**config.mk**
```make
export PLATFORM = sky130hd
export DESIGN_NAME = lap5n_mac
export DESIGN_NICKNAME = d
export VERILOG_FILES = /design/src/lap5n_pkg.sv /design/src/lap5n_mac.sv
export SDC_FILE = /design/constraint.sdc
export NUM_CORES = 2
export LEC_CHECK = 0
export BUFFER_PORTS_ARGS = -buffer_cell sky130_fd_sc_hd__buf_2
export CAP_MARGIN = 0
export CELL_PAD_IN_SITES_DETAIL_PLACEMENT = 0
export CELL_PAD_IN_SITES_GLOBAL_PLACEMENT = 1
export CORE_MARGIN = 2
export CORE_UTILIZATION = 30
export CTS_CLUSTER_DIAMETER = 200
export DETAILED_ROUTE_END_ITERATION = 10
export MAX_ROUTING_LAYER = met4
export PLACE_DENSITY = 0.6
export SLEW_MARGIN = 40
export SYNTH_ARGS = -nofsm -noshare
export SYNTH_HDL_FRONTEND = slang
export SYNTH_SLANG_ARGS = --single-unit
```
**constraint.sdc**
```tcl
create_clock -name clock -period 8.3 [get_ports clock]
set_clock_uncertainty 0.15 [all_clocks]
set_input_delay 0.415 -clock clock [delete_from_list [all_inputs] [get_ports clock]]
set_output_delay 0.415 -clock clock [all_outputs]
set_load 0.05 [all_outputs]
```
**src/lap5n_pkg.sv**
```systemverilog
// Shared types and constants for the five-point Laplacian stream core.
// No dependencies; every other file in src except lap5n_ram imports this package.
`timescale 1ns / 1ps
`default_nettype none

package lap5n_pkg;

   // payload widths
   localparam int SAMPLE_W    = 24;  // signed Q8.16 grid sample
   localparam int COEF_W      = 32;  // unsigned Q16.16 coefficient
   localparam int CFG_SIZE_W  = 11;  // grid_width / grid_height register width
   localparam int RESULT_W    = 48;  // signed Q32.16 result
   localparam int FRAC_BITS   = 16;

   // l - 2c + r over 24-bit samples needs two more bits
   localparam int DIFF_W = SAMPLE_W + 2;
   // signed diff times zero-extended coefficient
   localparam int PROD_W = DIFF_W + COEF_W + 1;
   // sum of both products, wide enough that the top result bit is a select
   localparam int SUM_W  = RESULT_W + FRAC_BITS;

   localparam int GRID_MIN = 2;

   // configuration port
   localparam int CSR_INDEX_W = 2;
   localparam int CSR_DATA_W  = COEF_W;

   localparam logic [CSR_INDEX_W-1:0] CSR_GRID_WIDTH  = 2'd0;
   localparam logic [CSR_INDEX_W-1:0] CSR_GRID_HEIGHT = 2'd1;
   localparam logic [CSR_INDEX_W-1:0] CSR_COEF_X      = 2'd2;
   localparam logic [CSR_INDEX_W-1:0] CSR_COEF_Y      = 2'd3;

   localparam logic [CFG_SIZE_W-1:0] GRID_SIZE_RESET = 11'd64;
   localparam logic [COEF_W-1:0]     COEF_RESET      = 32'd65536;

   // request opcodes
   localparam logic OP_SAMPLE = 1'b0;
   localparam logic OP_DRAIN  = 1'b1;

   // where the result point sits in the grid, decided at acceptance
   typedef struct packed {
      logic emit;       // this transaction produces a result
      logic col_first;  // result column is 0: mirror left from right
      logic col_last;   // result column is width-1: mirror right from left
      logic row_first;  // result row is 0: mirror up from down
      logic row_last;   // result row is height-1: mirror down from up
   } point_flags_type;

endpackage

`default_nettype wire

```
**src/lap5n_mac.sv**
```systemverilog
// Coefficient multiply, sum and Q16 floor shift, ending in the result register.
// Depends on lap5n_pkg.
`timescale 1ns / 1ps
`default_nettype none

module lap5n_mac (
   input  wire logic                                   clock,
   input  wire logic                                   reset,
   input  wire logic                                   in_valid,
   output      logic                                   in_ready,
   input  wire logic signed [lap5n_pkg::DIFF_W-1:0]    in_diff_x,
   input  wire logic signed [lap5n_pkg::DIFF_W-1:0]    in_diff_y,
   input  wire logic                                   in_frame_end,
   input  wire logic [lap5n_pkg::COEF_W-1:0]           coef_x,
   input  wire logic [lap5n_pkg::COEF_W-1:0]           coef_y,
   output      logic                                   rsp_valid,
   input  wire logic                                   rsp_stall,
   output      logic signed [lap5n_pkg::RESULT_W-1:0]  rsp_laplacian,
   output      logic                                   rsp_frame_end
);

   import lap5n_pkg::*;

   logic signed [COEF_W:0]   coef_x_s;
   logic signed [COEF_W:0]   coef_y_s;
   logic signed [PROD_W-1:0] prod_x_in, prod_y_in;
   logic signed [SUM_W-1:0]  sum;

   // stage 3: products
   logic                     valid3_ff;
   logic signed [PROD_W-1:0] prod_x_ff, prod_y_ff;
   logic                     frame_end3_ff;

   // result register
   logic                       rsp_valid_ff;
   logic signed [RESULT_W-1:0] laplacian_ff;
   logic                       frame_end_ff;

   logic load3;
   logic load4;

   assign load4    = !rsp_valid_ff || !rsp_stall;
   assign load3    = !valid3_ff || load4;
   assign in_ready = load3;

   assign coef_x_s  = {1'b0, coef_x};
   assign coef_y_s  = {1'b0, coef_y};
   assign prod_x_in = PROD_W'(in_diff_x) * PROD_W'(coef_x_s);
   assign prod_y_in = PROD_W'(in_diff_y) * PROD_W'(coef_y_s);

   // arithmetic right shift by 16 is just the upper bits of the sum
   assign sum = SUM_W'(prod_x_ff) + SUM_W'(prod_y_ff);

   always_ff @(posedge clock) begin
      if (reset) begin
         valid3_ff    <= 1'b0;
         rsp_valid_ff <= 1'b0;
      end else begin
         if (load3) begin
            valid3_ff <= in_valid;
         end
         if (load4) begin
            rsp_valid_ff <= valid3_ff;
         end
      end
   end

   always_ff @(posedge clock) begin
      if (in_valid && load3) begin
         prod_x_ff     <= prod_x_in;
         prod_y_ff     <= prod_y_in;
         frame_end3_ff <= in_frame_end;
      end
      if (valid3_ff && load4) begin
         laplacian_ff <= sum[SUM_W-1:FRAC_BITS];
         frame_end_ff <= frame_end3_ff;
      end
   end

   assign rsp_valid     = rsp_valid_ff;
   assign rsp_laplacian = laplacian_ff;
   assign rsp_frame_end = frame_end_ff;

endmodule

`default_nettype wire

```
; ---- Word-level counts from Yosys, hierarchy flattened
; Cells that the tools add are included.
[classes]
n_addsub = 1
mul = 2
n_reduce_logical = 7
[op_table]
columns = cell, n
row1 = $mul A26 B33 Y59, 2
row2 = $add A59 B59 Y60, 1
row3 = $logic_not A1 Y1, 3
row4 = $logic_and A1 B1 Y1, 2
row5 = $logic_or A1 B1 Y1, 2
[word_totals]
regBits = 170
in_bits = 121
out_inout_bits = 51
word_cells = 17

; ---- Longest topological paths before layout
[logic_depth]
depth_word = 4
mapped_depth = 28
mapped_depth_nobuf = 26

; ---- Worst setup path before layout
; No wires, ideal clock.
[synth_path]
path_kind = input-to-reg
from = in in_diff_x[2] in the netlist's numbering
to = reg prod_x_ff[53], data pin
setup_ps = 262
t_arrival_ps = 6868
t_required_ps = 7888
setup_slack_ps = 1020
path_stages = 25
n_path_buf = 1
cell_sequence = clkbuf_1 nand2_1 fa_1 inv_1 fa_1 inv_1 fa_1 inv_1 fa_1 fa_1 fa_1 inv_1 fa_1 inv_1 ha_1 a21oi_1 o21ai_0 or4_1 a311o_1 o211ai_1 o211ai_1 a31oi_1 and2_1 o21bai_1 xor2_1
[synth_between]
elab_chain_cells = 1
[synth_rtl]
columns = item, line_no
row1 = "start, declared", lap5n_mac.sv:11  ; input wire logic signed [lap5n_pkg::DIFF_W-1:0] in_diff_x,
row2 = $mul A26 B33 Y59, lap5n_mac.sv:48  ; assign prod_x_in = PROD_W'(in_diff_x) * PROD_W'(coef_x_s);
row3 = named net prod_x_in[53], lap5n_mac.sv:26  ; logic signed [PROD_W-1:0] prod_x_in, prod_y_in;
row4 = "end signal, assigned", lap5n_mac.sv:70  ; prod_x_ff <= prod_x_in;
row5 = "end, declared", lap5n_mac.sv:31  ; logic signed [PROD_W-1:0] prod_x_ff, prod_y_ff;
; The timed path passes the listed nets, and every way through them passes these cells.
; A chain may end at the register's enable or synchronous reset.

; ---- Worst setup path after layout
; Same ends and word-level chain as after synthesis.

==> run summary <==
The run gives 0 as the number of failing hold endpoints at the final stage. The clock period could shrink to 7.80 ns. TritonCTS built the clock tree. Global routing consumed, on the met2 layer, 31.3% of the routing resources. The tools report the total number of H-tree levels as 4. The tool flagged a number of max-cap violations equal to 0. The later pin in the worst-skew pair is clocked with a latency of 0.49 ns. The routing usage on met3 was 1.35%. During synthesis, Yosys emitted a total of 0 warnings. The run gives 21.8% as the met1 track demand over resource.

The die is 460 µm tall. The slew at the pin closest to its max-slew limit is 0.918 ns, and the highest achievable clock rate is 0.128 GHz. The tools report the maximum number of pins on one net before global-route repair as 64. The tools report the headroom to the max-slew limit as 38.8%. Clock-pin transition on the worst setup and hold timing paths: 0.06 ns. The placement-stage cell area was 0.0663 mm²; the via count of the first global-routing pass was 49400. For this run, design rule violations remaining after detail routing come to 0. The tools report the number of hold-repair buffers added at the cts stage as 2.

The number of resized instances in the post-cts repair step is 0. The multi-input combinational cells in the finished layout cover a total of 0.0500 mm². Most used cell along the critical path: sky130_fd_sc_hd__fa_1. At the end of routability-driven placement, the weighted congestion stood at 0.880. In the layout the commonest cells are sky130_fd_sc_hd__inv_1 (1613), sky130_fd_sc_hd__fa_1 (1436), sky130_fd_sc_hd__nand2_1 (1001).

The core region is 0.207 mm². The average wire length per cell after detail routing was 18.4 µm. After filler insertion, the fill cell instance count of the layout stands at 21700. For the worst setup path, the data required time is 8.39 ns. Counting flops with an async set or reset pin after synthesis yields a share of 0%. Among all flip-flop cells after synthesis, the most frequent one is sky130_fd_sc_hd__edfxtp_1. The tools report the buffer type at the clock tree root as sky130_fd_sc_hd__clkbuf_16. The detailed router finished its first iteration with 2330 violations. In the global route stage, overall resource usage came out at 17.6%. The tree built by TritonCTS fans out to 166 sinks. Setup violations remaining at the end of the flow were counted as 0.

The tools report the total routed wirelength as 176000 µm. The kind of cell with the highest combined delay along the critical path is adder cells. The worst hold path begins at in_valid. Critical path startpoint: in_diff_x[2].

The buffering stage count on the worst path with inverters included is 6. The clock passes through at most 3 buffers. The run gives 7.88 ns as the arrival time of data at the critical path endpoint.

The worst setup path is captured at a register. The share of cells above drive strength 1 was 5.14%; the number of antenna violations at the first check in global routing was 21. Counting every instance in the synthesized netlist gives 6819. In this run the cell area of the synthesized design comes to 0.0624 mm². The worst setup path is launched from an input pin.

The class of the tightest hold or removal check was in2reg. The cell type of the slowest stage on the worst timing path is sky130_fd_sc_hd__or4_1. Buffers inserted during clock tree synthesis total 25. The finished cells cover 0.0671 mm². The run finished with clean final reports.

The setup fix buffers added after clock tree synthesis is 0. Before antenna repair, the detailed router went through 5 iterations. Across the whole layout, storage elements account for 0.00496 mm². The logs give 32.4% for the final core utilization and 172 for the number of placed I/O pins. The first global-routing pass estimated 283000 µm of wire.

The number of synthesized flops with an enable pin is 164. Counting every net in the synthesized netlist gives 8898. The critical-path maximum fanout is 19, and the starting utilization of the core area is 30.2%. In this run the horizontal extent of the chip is 460 µm. Register bit total from synthesis: 166. In the routed layout, each cell is associated on average with a via count of 4.66.

Summed over all failing endpoints, the final setup total negative slack is 0 ns. The tools report the total number of nets in the final design as 8884. Sequential cells were found to cover 7.96% of the synthesized design area.

In this run the remaining antenna-violating nets after routing total 0. The routed layout has 44400 vias. Startpoint of the most critical register-to-register path: prod_y_ff[16]$_DFFE_PP_. The maximum cell stage delay along the critical path was 0.58 ns. The library cell used most frequently in the layout, excluding fill and tap cells, is sky130_fd_sc_hd__inv_1.

The run gives 71 as the count of cell types in the netlist. The die covers 0.212 mm². The number of input and output port buffers inserted is 171, and the placed wire-length estimate is 151000 µm. Count of final max-slew check failures: 0.

The area added between synthesis and finish came out at 7.50%. The final critical path takes up 93.9% of the cycle. The total overflow left after global routing is 0. The average size of a mapped cell is 9.15 µm².

Kind of critical path: in2reg. Setup repair after global routing left no endpoint under its margin. In this run the most used layer during global routing was met2.

Row generation in the floorplan step produced 167 rows.
cell families after synthesis:
kind of cell	after synthesis	share of synthesized area (%)
compound gates	527	5.51
xor+xnor	152	2.13
fa+ha+maj	1958	56.6
buf+inv	1961	11.8
flops	166	7.96
simple gates	2055	16.0
area by class of cell:
class | instances | share of cell area [%]
Clock buffer | 28 | 0.950
Multi-Input combinational cell | 4692 | 74.6
Inverter | 1615 | 9.04
Clock inverter | 5 | 0.0355
Tap cell | 2704 | 5.05
Antenna cell | 9 | 0.0336
Sequential cell | 166 | 7.40
Timing Repair Buffer | 305 | 2.86
worst min-delay path, cell delays in order:
cell	delay (ns)
sky130_fd_sc_hd__buf_2	0.10
sky130_fd_sc_hd__inv_1	0.04
sky130_fd_sc_hd__a21oi_1	0.05
cell usage after synthesis (all sizes together), types with 3 or more instances:
cell     number  area share (%)
a2111oi       3           0.042
a211oi       17            0.20
a21boi        6           0.072
a21o         79            0.95
a21oi       179             1.5
a221o         5           0.082
a221oi        5           0.070
a311oi        4           0.056
a31o          6           0.084
a31oi        17            0.19
a41oi         6           0.084
and2        716             7.2
and3         14            0.14
and4          5           0.070
buf          10           0.096
clkbuf      336             2.0
edfxtp      164             7.9
fa         1436              46
ha          522              10
inv        1613             9.7
nand2      1002             6.0
nand2b       43            0.43
nand3        29            0.23
nand4        47            0.47
nor2        130            0.78
nor2b        23            0.23
nor3         23            0.18
nor4          9           0.090
o211ai       19            0.23
o21a         18            0.22
o21ai        94            0.75
o21bai       32            0.39
o221ai        4           0.084
o31a          3           0.042
o31ai        10            0.14
o41ai         4            0.12
or3           6           0.060
or4           3           0.036
xnor2       102             1.4
xor2         50            0.70
flip-flops by register name, summed over array words and instances, names as in the netlist:
name and flops:
frame_end3_ff 1, prod_x_ff 59, rsp_laplacian 44, valid3_ff 1
rsp_frame_end 1, prod_y_ff 59, rsp_valid 1
routing by layer:
layer,wire (µm),up-vias
met1,75000,23400
li1,-,20200
met4,4950,0
met3,4920,146
met5,0,-
met2,90600,697
worst paths after layout:
kind / endpoint / slack (ns) / depth (start not counted)
worst max-delay path: prod_x_ff[53]$_DFFE_PP_ / 0.50 / 25
worst min-delay path: valid3_ff$_SDFFE_PP0N_ / 0.03 / 3
worst max register to register: rsp_laplacian[36]$_DFFE_PP_ / 4.33 / 11
worst min register to register: rsp_frame_end$_DFFE_PP_ / 0.27 / 0
stage by stage:
step | hold slack [ns] | std cells | worst slack [ns]
5_1_grt | 0.0313 | 9522 | 0.185
6_report | 0.0307 | 9524 | 0.503
3_5_place_dp | 0.261 | 9479 | 0.0551
3_3_place_gp | 0.272 | 9479 | 0.00852
4_1_cts | 0.00829 | 9514 | 0.559
2_1_floorplan | 0.250 | 6819 | 1.02
Power is not shown: default switching activity piles up to over one toggle a cycle in this logic, so the estimate is an artifact.
