**config.mk**
```make
export PLATFORM = sky130hd
export DESIGN_NAME = lap5n_ctrl
export DESIGN_NICKNAME = d
export VERILOG_FILES = /design/src/lap5n_pkg.sv /design/src/lap5n_ctrl.sv
export SDC_FILE = /design/constraint.sdc
export NUM_CORES = 1
export LEC_CHECK = 0
export BUFFER_PORTS_ARGS = -buffer_cell sky130_fd_sc_hd__buf_2
export CAP_MARGIN = 10
export CORE_MARGIN = 1
export CORE_UTILIZATION = 45
export CTS_CLUSTER_DIAMETER = 150
export DETAILED_ROUTE_END_ITERATION = 16
export GPL_TIMING_DRIVEN = 0
export HOLD_SLACK_MARGIN = 0.06
export PLACE_DENSITY = 0.74
export SLEW_MARGIN = 20
export SYNTH_ARGS = -nofsm -noshare
export SYNTH_HDL_FRONTEND = slang
export SYNTH_SLANG_ARGS = --single-unit
export TNS_END_PERCENT = 20
```
**constraint.sdc**
```tcl
create_clock -name clock -period 8.9 [get_ports clock]
set_input_delay 1.335 -clock clock [delete_from_list [all_inputs] [get_ports clock]]
set_output_delay 1.335 -clock clock [all_outputs]
set_load 0.1 [all_outputs]
```
**src/lap5n_pkg.sv**
```systemverilog
// Shared types and constants for the five-point Laplacian stream core.
// No dependencies; every other file in src except lap5n_ram imports this package.
`timescale 1ns / 1ps
`default_nettype none

package lap5n_pkg;

   // payload widths
   localparam int SAMPLE_W    = 24;  // signed Q8.16 grid sample
   localparam int COEF_W      = 32;  // unsigned Q16.16 coefficient
   localparam int CFG_SIZE_W  = 11;  // grid_width / grid_height register width
   localparam int RESULT_W    = 48;  // signed Q32.16 result
   localparam int FRAC_BITS   = 16;

   // l - 2c + r over 24-bit samples needs two more bits
   localparam int DIFF_W = SAMPLE_W + 2;
   // signed diff times zero-extended coefficient
   localparam int PROD_W = DIFF_W + COEF_W + 1;
   // sum of both products, wide enough that the top result bit is a select
   localparam int SUM_W  = RESULT_W + FRAC_BITS;

   localparam int GRID_MIN = 2;

   // configuration port
   localparam int CSR_INDEX_W = 2;
   localparam int CSR_DATA_W  = COEF_W;

   localparam logic [CSR_INDEX_W-1:0] CSR_GRID_WIDTH  = 2'd0;
   localparam logic [CSR_INDEX_W-1:0] CSR_GRID_HEIGHT = 2'd1;
   localparam logic [CSR_INDEX_W-1:0] CSR_COEF_X      = 2'd2;
   localparam logic [CSR_INDEX_W-1:0] CSR_COEF_Y      = 2'd3;

   localparam logic [CFG_SIZE_W-1:0] GRID_SIZE_RESET = 11'd64;
   localparam logic [COEF_W-1:0]     COEF_RESET      = 32'd65536;

   // request opcodes
   localparam logic OP_SAMPLE = 1'b0;
   localparam logic OP_DRAIN  = 1'b1;

   // where the result point sits in the grid, decided at acceptance
   typedef struct packed {
      logic emit;       // this transaction produces a result
      logic col_first;  // result column is 0: mirror left from right
      logic col_last;   // result column is width-1: mirror right from left
      logic row_first;  // result row is 0: mirror up from down
      logic row_last;   // result row is height-1: mirror down from up
   } point_flags_type;

endpackage

`default_nettype wire

```
**src/lap5n_ctrl.sv**
```systemverilog
// Position tracking: input and result raster counters, edge flags, drop decisions.
// Depends on lap5n_pkg.
`timescale 1ns / 1ps
`default_nettype none

module lap5n_ctrl #(
   parameter int MAX_WIDTH  = 1024,
   parameter int MAX_HEIGHT = 1024
) (
   input  wire logic                                  clock,
   input  wire logic                                  reset,
   input  wire logic [lap5n_pkg::CFG_SIZE_W-1:0]      grid_width,
   input  wire logic [lap5n_pkg::CFG_SIZE_W-1:0]      grid_height,
   input  wire logic                                  size_clear,
   input  wire logic                                  accept,
   input  wire logic                                  op,
   output      logic                                  active,
   output      logic [$clog2(MAX_WIDTH)-1:0]          column,
   output      lap5n_pkg::point_flags_type            flags
);

   import lap5n_pkg::*;

   localparam int COL_W  = $clog2(MAX_WIDTH);
   localparam int WEFF_W = $clog2(MAX_WIDTH + 1);
   localparam int HEFF_W = $clog2(MAX_HEIGHT + 1);
   localparam int ROW_W  = $clog2(MAX_HEIGHT + 2);   // input row runs to height+1 while draining
   localparam int OROW_W = $clog2(MAX_HEIGHT);

   logic [COL_W-1:0]  in_col_ff,  in_col_in;
   logic [ROW_W-1:0]  in_row_ff,  in_row_in;
   logic [COL_W-1:0]  out_col_ff, out_col_in;
   logic [OROW_W-1:0] out_row_ff, out_row_in;

   logic [WEFF_W-1:0] eff_w;
   logic [HEFF_W-1:0] eff_h;
   logic [WEFF_W-1:0] in_col_inc;
   logic [WEFF_W-1:0] out_col_inc;
   logic              frame_done;
   logic              drain;
   logic              frame_end;

   // clamp sizes to [2, MAX]
   always_comb begin
      if (grid_width < CFG_SIZE_W'(GRID_MIN)) begin
         eff_w = WEFF_W'(GRID_MIN);
      end else if (32'(grid_width) > 32'(MAX_WIDTH)) begin
         eff_w = WEFF_W'(MAX_WIDTH);
      end else begin
         eff_w = WEFF_W'(grid_width);
      end
      if (grid_height < CFG_SIZE_W'(GRID_MIN)) begin
         eff_h = HEFF_W'(GRID_MIN);
      end else if (32'(grid_height) > 32'(MAX_HEIGHT)) begin
         eff_h = HEFF_W'(MAX_HEIGHT);
      end else begin
         eff_h = HEFF_W'(grid_height);
      end
   end

   assign drain      = (op == OP_DRAIN);
   assign frame_done = (in_row_ff >= ROW_W'(eff_h));
   // samples only while the grid fills, drain ticks only once it is full
   assign active     = drain ? frame_done : !frame_done;

   assign in_col_inc  = WEFF_W'(in_col_ff) + WEFF_W'(1);
   assign out_col_inc = WEFF_W'(out_col_ff) + WEFF_W'(1);

   always_comb begin
      flags.emit      = (in_row_ff > ROW_W'(1))
                        || ((in_row_ff == ROW_W'(1)) && (in_col_ff != '0));
      flags.col_first = (out_col_ff == '0);
      flags.col_last  = (WEFF_W'(out_col_ff) == (eff_w - WEFF_W'(1)));
      flags.row_first = (out_row_ff == '0);
      flags.row_last  = (HEFF_W'(out_row_ff) == (eff_h - HEFF_W'(1)));
   end

   assign frame_end = flags.col_last && flags.row_last;
   assign column    = in_col_ff;

   always_comb begin
      in_col_in  = in_col_ff;
      in_row_in  = in_row_ff;
      out_col_in = out_col_ff;
      out_row_in = out_row_ff;
      if (size_clear) begin
         in_col_in  = '0;
         in_row_in  = '0;
         out_col_in = '0;
         out_row_in = '0;
      end else if (accept && active) begin
         if (in_col_inc >= eff_w) begin
            in_col_in = '0;
            in_row_in = in_row_ff + ROW_W'(1);
         end else begin
            in_col_in = COL_W'(in_col_inc);
         end
         if (flags.emit) begin
            if (out_col_inc >= eff_w) begin
               out_col_in = '0;
               out_row_in = out_row_ff + OROW_W'(1);
            end else begin
               out_col_in = COL_W'(out_col_inc);
            end
            // last point of the grid: start over
            if (frame_end) begin
               in_col_in  = '0;
               in_row_in  = '0;
               out_col_in = '0;
               out_row_in = '0;
            end
         end
      end
   end

   always_ff @(posedge clock) begin
      if (reset) begin
         in_col_ff  <= '0;
         in_row_ff  <= '0;
         out_col_ff <= '0;
         out_row_ff <= '0;
      end else begin
         in_col_ff  <= in_col_in;
         in_row_ff  <= in_row_in;
         out_col_ff <= out_col_in;
         out_row_ff <= out_row_in;
      end
   end

endmodule

`default_nettype wire

```
* Word-level counts from Yosys, hierarchy flattened
Index checks and enable logic that the tools add are counted.
Word-level totals: register bits after elaboration 41, latch bits 0, bits in writable memories 0, memory bits (read-only) 0, bits of input ports 27, output and inout port bits 16, memories 0
Operators by class: add/sub/neg operators 6, $mul 0, divide/modulo/power cells 0, order comparisons 8, eq/ne operators 3, shifts and indexed selects 0, mux-type cells 15, bitwise logic cells 0, reductions and logical operators 12
Operator list (number):
- $mux W11 | 7
- $mux W10 | 7
- $ge A11 B11 Y1 | 3
- $add A10 B1 Y11 const B | 2
- $eq A10 B11 Y1 | 2
- $gt A11 B11 Y1 const B | 2
- $lt A11 B2 Y1 const B | 2
- $sub A11 B1 Y11 const B | 2
- $logic_not A10 Y1 | 2
- $add A11 B1 Y11 const B | 1
- $eq A11 B1 Y1 const B | 1
- $gt A11 B1 Y1 const B | 1
- $add A10 B1 Y10 const B | 1
- $reduce_bool A10 Y1 | 1
- $logic_and A1 B1 Y1 | 3
- $reduce_and A3 Y1 | 1
- $reduce_and A2 Y1 | 1
- $reduce_bool A2 Y1 | 1
- $reduce_or A2 Y1 | 1
- $logic_not A1 Y1 | 1
- $logic_or A1 B1 Y1 | 1
- $mux W1 | 1

* Depth between registers and ports, before layout
word-level depth 8, gate-level depth with buffers 16

* Least setup slack after synthesis
Ideal clock, no wire load.
path type input to output, start point input grid_height[4] (netlist name), end point output flags[0] (netlist name), arrival time 6801 ps, slack 764 ps, stages on the path 10, buffers on the path 2, path through buf_6 > or4_4 > buf_6 > o41ai_4 > ha_1 > or3b_2 > or4_1 > nand3_1 > o221ai_1 > nor4_1
RTL lines:
- start: declaration | RTL line lap5n_ctrl.sv:13 | input wire logic [lap5n_pkg::CFG_SIZE_W-1:0] grid_height,
- end: declaration | RTL line lap5n_ctrl.sv:19 | output lap5n_pkg::point_flags_type flags

==> reports/results.tsv <==
stage	metric	value	unit
layout	drive_above_1_share	10.8	%
setup_path	crit_fanout	10	
logic_synthesis	synth_area	4440	sq um
logic_synthesis	synth_edf_count	0	
routing	wl_per_cell	15.2	um
power	vdd_ir_drop_max	0.0000460	V
setup_path	r2r_setup_slack	5.11	ns
setup_path	worstSetupPathType	in2out	
logic_synthesis	synthCells	596	
status	status	complete, no violations	
logic_synthesis	avgSynthCellArea	7.44	sq um
logic_synthesis	synth_top_area_share	18.5	%
setup_path	cp.arrival	5.43	ns
grt	grt_usage	23.8	%
sta	slew_viol_final	0	
placement	place_ws	2.21	ns
cts	clk_latency	0.29	ns
setup_path	regToRegStartpoint	in_row_ff[0]$_SDFFE_PP0P_	
sta	worst_slew_pin_slew	1.13	ns
grt	antenna_found_initial	0	
layout	stdcell_area	4860	sq um
grt	grt_pass1_wl	20100	um
placement	place.gp.congestion	0.926	
cts	cts_tree	built	
cts	clockBufferDepth	2	
logic_synthesis	synth-async-reset-ratio	0	%
routing	viasPerCell	6.03	
power	internal_power	0.270	mW
setup_path	crit_path_start_kind	input pin	
worst_hold_path	min_from	column[9]$_SDFFE_PP0P_	
layout	diodes	0	
cts	cts-resized-gates	0	
cts	post-cts-setup-buffers	0	
logic_synthesis	yosys_warnings	0	
setup_path	critPathCaptureType	primary output	
routing	wirelength	11700	um
grt	grt_max_degree	14	
floorplanning	die_height	101	um
power	swShare	33.0	%
cts	cts_buffers	5	
sta	skew	0.00968	ns
flow_run	cap_violations	0	
sta	fin_crit	6.76	ns
worst_hold_path	hp-class	reg2reg	
routing	num_vias	4634	
sta	min_period_over_period	76.0	%
cts	h-tree-depth	2	
cts	root_buffer	clkbuf_8	
logic_synthesis	synthTopCellsByArea	dfxtp_1 18%, ha_1 12%, nand2_1 4.8%, xnor2_1 4.7%, xor2_1 4.5%	
grt	grt_overflow_total	0	
logic_synthesis	synthesis.nets	666	
routing	drt-pass1-iter-count	5	
power	power.leakage	1.88	nW
cts	holdBufCountCts	0	
layout	regArea	821	sq um
logic_synthesis	synthFlopType	dfxtp_1	
cts	clk_pin_slew	0.09	ns
cts	clock-sinks	41	
logic_synthesis	ys_ff_latch	41	
routing	drtIter0Drc	256	
sta	setup-tns-final	0	ns
logic_synthesis	synth.largest_area_cell	dfxtp_1	
sta	rsz0062_at_grt	no	
routing	antenna_left	0	
floorplanning	die_w	101	um
power	p_sw	0.133	mW
sta	finalWorstSetupSlack	2.14	ns
grt	grt_pass1_vias	4346	
floorplanning	die-area	10300	sq um
layout	fin_nets	709	
layout	nFillCells	934	
logic_synthesis	yosysUniqueCellTypes	66	
floorplanning	start_util	47.1	%
power	seqPwrFrac	45.8	%
setup_path	required	7.57	ns
sta	setup_viol	0	
placement	postPlaceCellArea	4780	sq um
power	combPwrFrac	23.4	%
layout	synthToLayoutAreaGrowth	9.64	%
layout	multi_input_area	3350	sq um
power	clkPwrFrac	30.9	%
sta	max_freq	148	MHz
placement	dpl.hpwl	9280	um
routing	drc	0	
floorplanning	num_rows	35	
sta	report.final.hold_viol_count	0	
floorplanning	ios	43	
power	p_per_area	82.9	nW/um^2
placement	portBuffers	35	
setup_path	crit_path_start	grid_width[8]	
logic_synthesis	yosysSeqAreaShare	18.5	%
sta	relSlewSlack	23.9	%
floorplanning	core-area	9420	sq um
==> sequential cells by signal, summed over array words and instances (netlist names) <==
signal,cells
out_row_ff,10
out_col_ff,10
in_row_ff,11
column,10
==> synth_stat cells, types with 4 or more instances <==
| cell type | count |
|---|---|
| o21ai_0 | 24 |
| buf_2 | 5 |
| nand3b_1 | 4 |
| nor2b_1 | 5 |
| nor2_1 | 53 |
| o211ai_1 | 14 |
| ha_1 | 43 |
| nand2b_1 | 12 |
| a21o_1 | 5 |
| nand2_1 | 57 |
| inv_1 | 21 |
| nand3_1 | 25 |
| nor3_1 | 27 |
| o21a_1 | 7 |
| or4_1 | 4 |
| a21oi_1 | 18 |
| clkbuf_1 | 29 |
| a211oi_1 | 13 |
| nand4_1 | 16 |
| a31oi_1 | 6 |
| dfxtp_1 | 41 |
| or3_1 | 5 |
| xor2_1 | 23 |
| and3_1 | 19 |
| xnor2_1 | 24 |
| mux2i_1 | 8 |
| nor4_1 | 23 |
==> cells by family (layout without fill, tap and decap cells) <==
logic type / Yosys count / in the layout / share of synthesized area [%]
compound gates: 124 / 124 / 20.2
flops: 41 / 41 / 18.5
fa+ha+maj: 43 / 43 / 12.1
buf+inv: 63 / 107 / 6.06
mux: 9 / 9 / 2.06
xor+xnor: 47 / 47 / 9.28
simple gates: 269 / 269 / 31.8
==> area by class of cell <==
type	instances	area share, %
multi-input combinational	492	68.8
sequential	41	16.9
buffer	41	3.83
timing repair buffer	36	3.70
tap	129	3.32
inverter	22	1.70
clock buffer	5	1.41
clock inverter	3	0.360
==> per-stage QoR <==
stage | total power, mW | hold slack, ns | instances | utilization [%]
floorplan | 0.255 | 0.492 | 596 | -
global placement | 0.279 | 0.504 | 760 | 50.7
detailed placement | 0.282 | 0.509 | 761 | 50.8
CTS | 0.407 | 0.522 | 769 | 51.7
global route | 0.424 | 0.546 | 769 | 51.7
finish | 0.403 | 0.524 | 769 | 51.7
==> critical path, cell delays in order <==
cell and delay [ns]:
clkbuf_1 0.20, or3_1 0.45, nand2b_1 0.19, o311ai_0 0.52, ha_1 0.27, clkbuf_1 0.34, nand2b_1 0.16, nand3_1 0.07
a21oi_1 0.17, nand4_1 0.11, nor4_1 0.92, nand2b_1 0.10, a21oi_1 0.15, buf_2 0.44
==> metal layers <==
layer	vias to the layer above	share of wire [%]	global-route usage [%]
li1	2294	-	-
met1	2184	45	29.8
met2	137	49	43.1
met3	19	4.5	2.21
met4	0	1.7	7.36
met5	-	0	0
==> final timing paths <==
kind | cells past startpoint | to
max | 14 | flags[2]
min | 2 | column[9]$_SDFFE_PP0P_
max reg2reg | 10 | out_row_ff[9]$_SDFFE_PP0P_
min reg2reg | 2 | column[9]$_SDFFE_PP0P_
==> power groups by stage <==
stage / combinational, mW / sequential, mW / clock, mW
2_1_floorplan: 0.0636 / 0.191 / 0
3_3_place_gp: 0.0898 / 0.189 / 0
3_5_place_dp: 0.0931 / 0.189 / 0
4_1_cts: 0.0935 / 0.185 / 0.128
5_1_grt: 0.104 / 0.185 / 0.136
6_report: 0.0943 / 0.185 / 0.125
==> cell usage in the layout (no fill, tap or decap), drive strengths merged, types with 25 or more instances in the layout <==
| cell type | n |
|---|---|
| clkbuf | 34 |
| nand3 | 26 |
| nor3 | 27 |
| buf | 48 |
| ha | 43 |
| nand2 | 57 |
| dfxtp | 41 |
| o21ai | 25 |
| nor2 | 53 |
(Power assumes the default switching activity.)
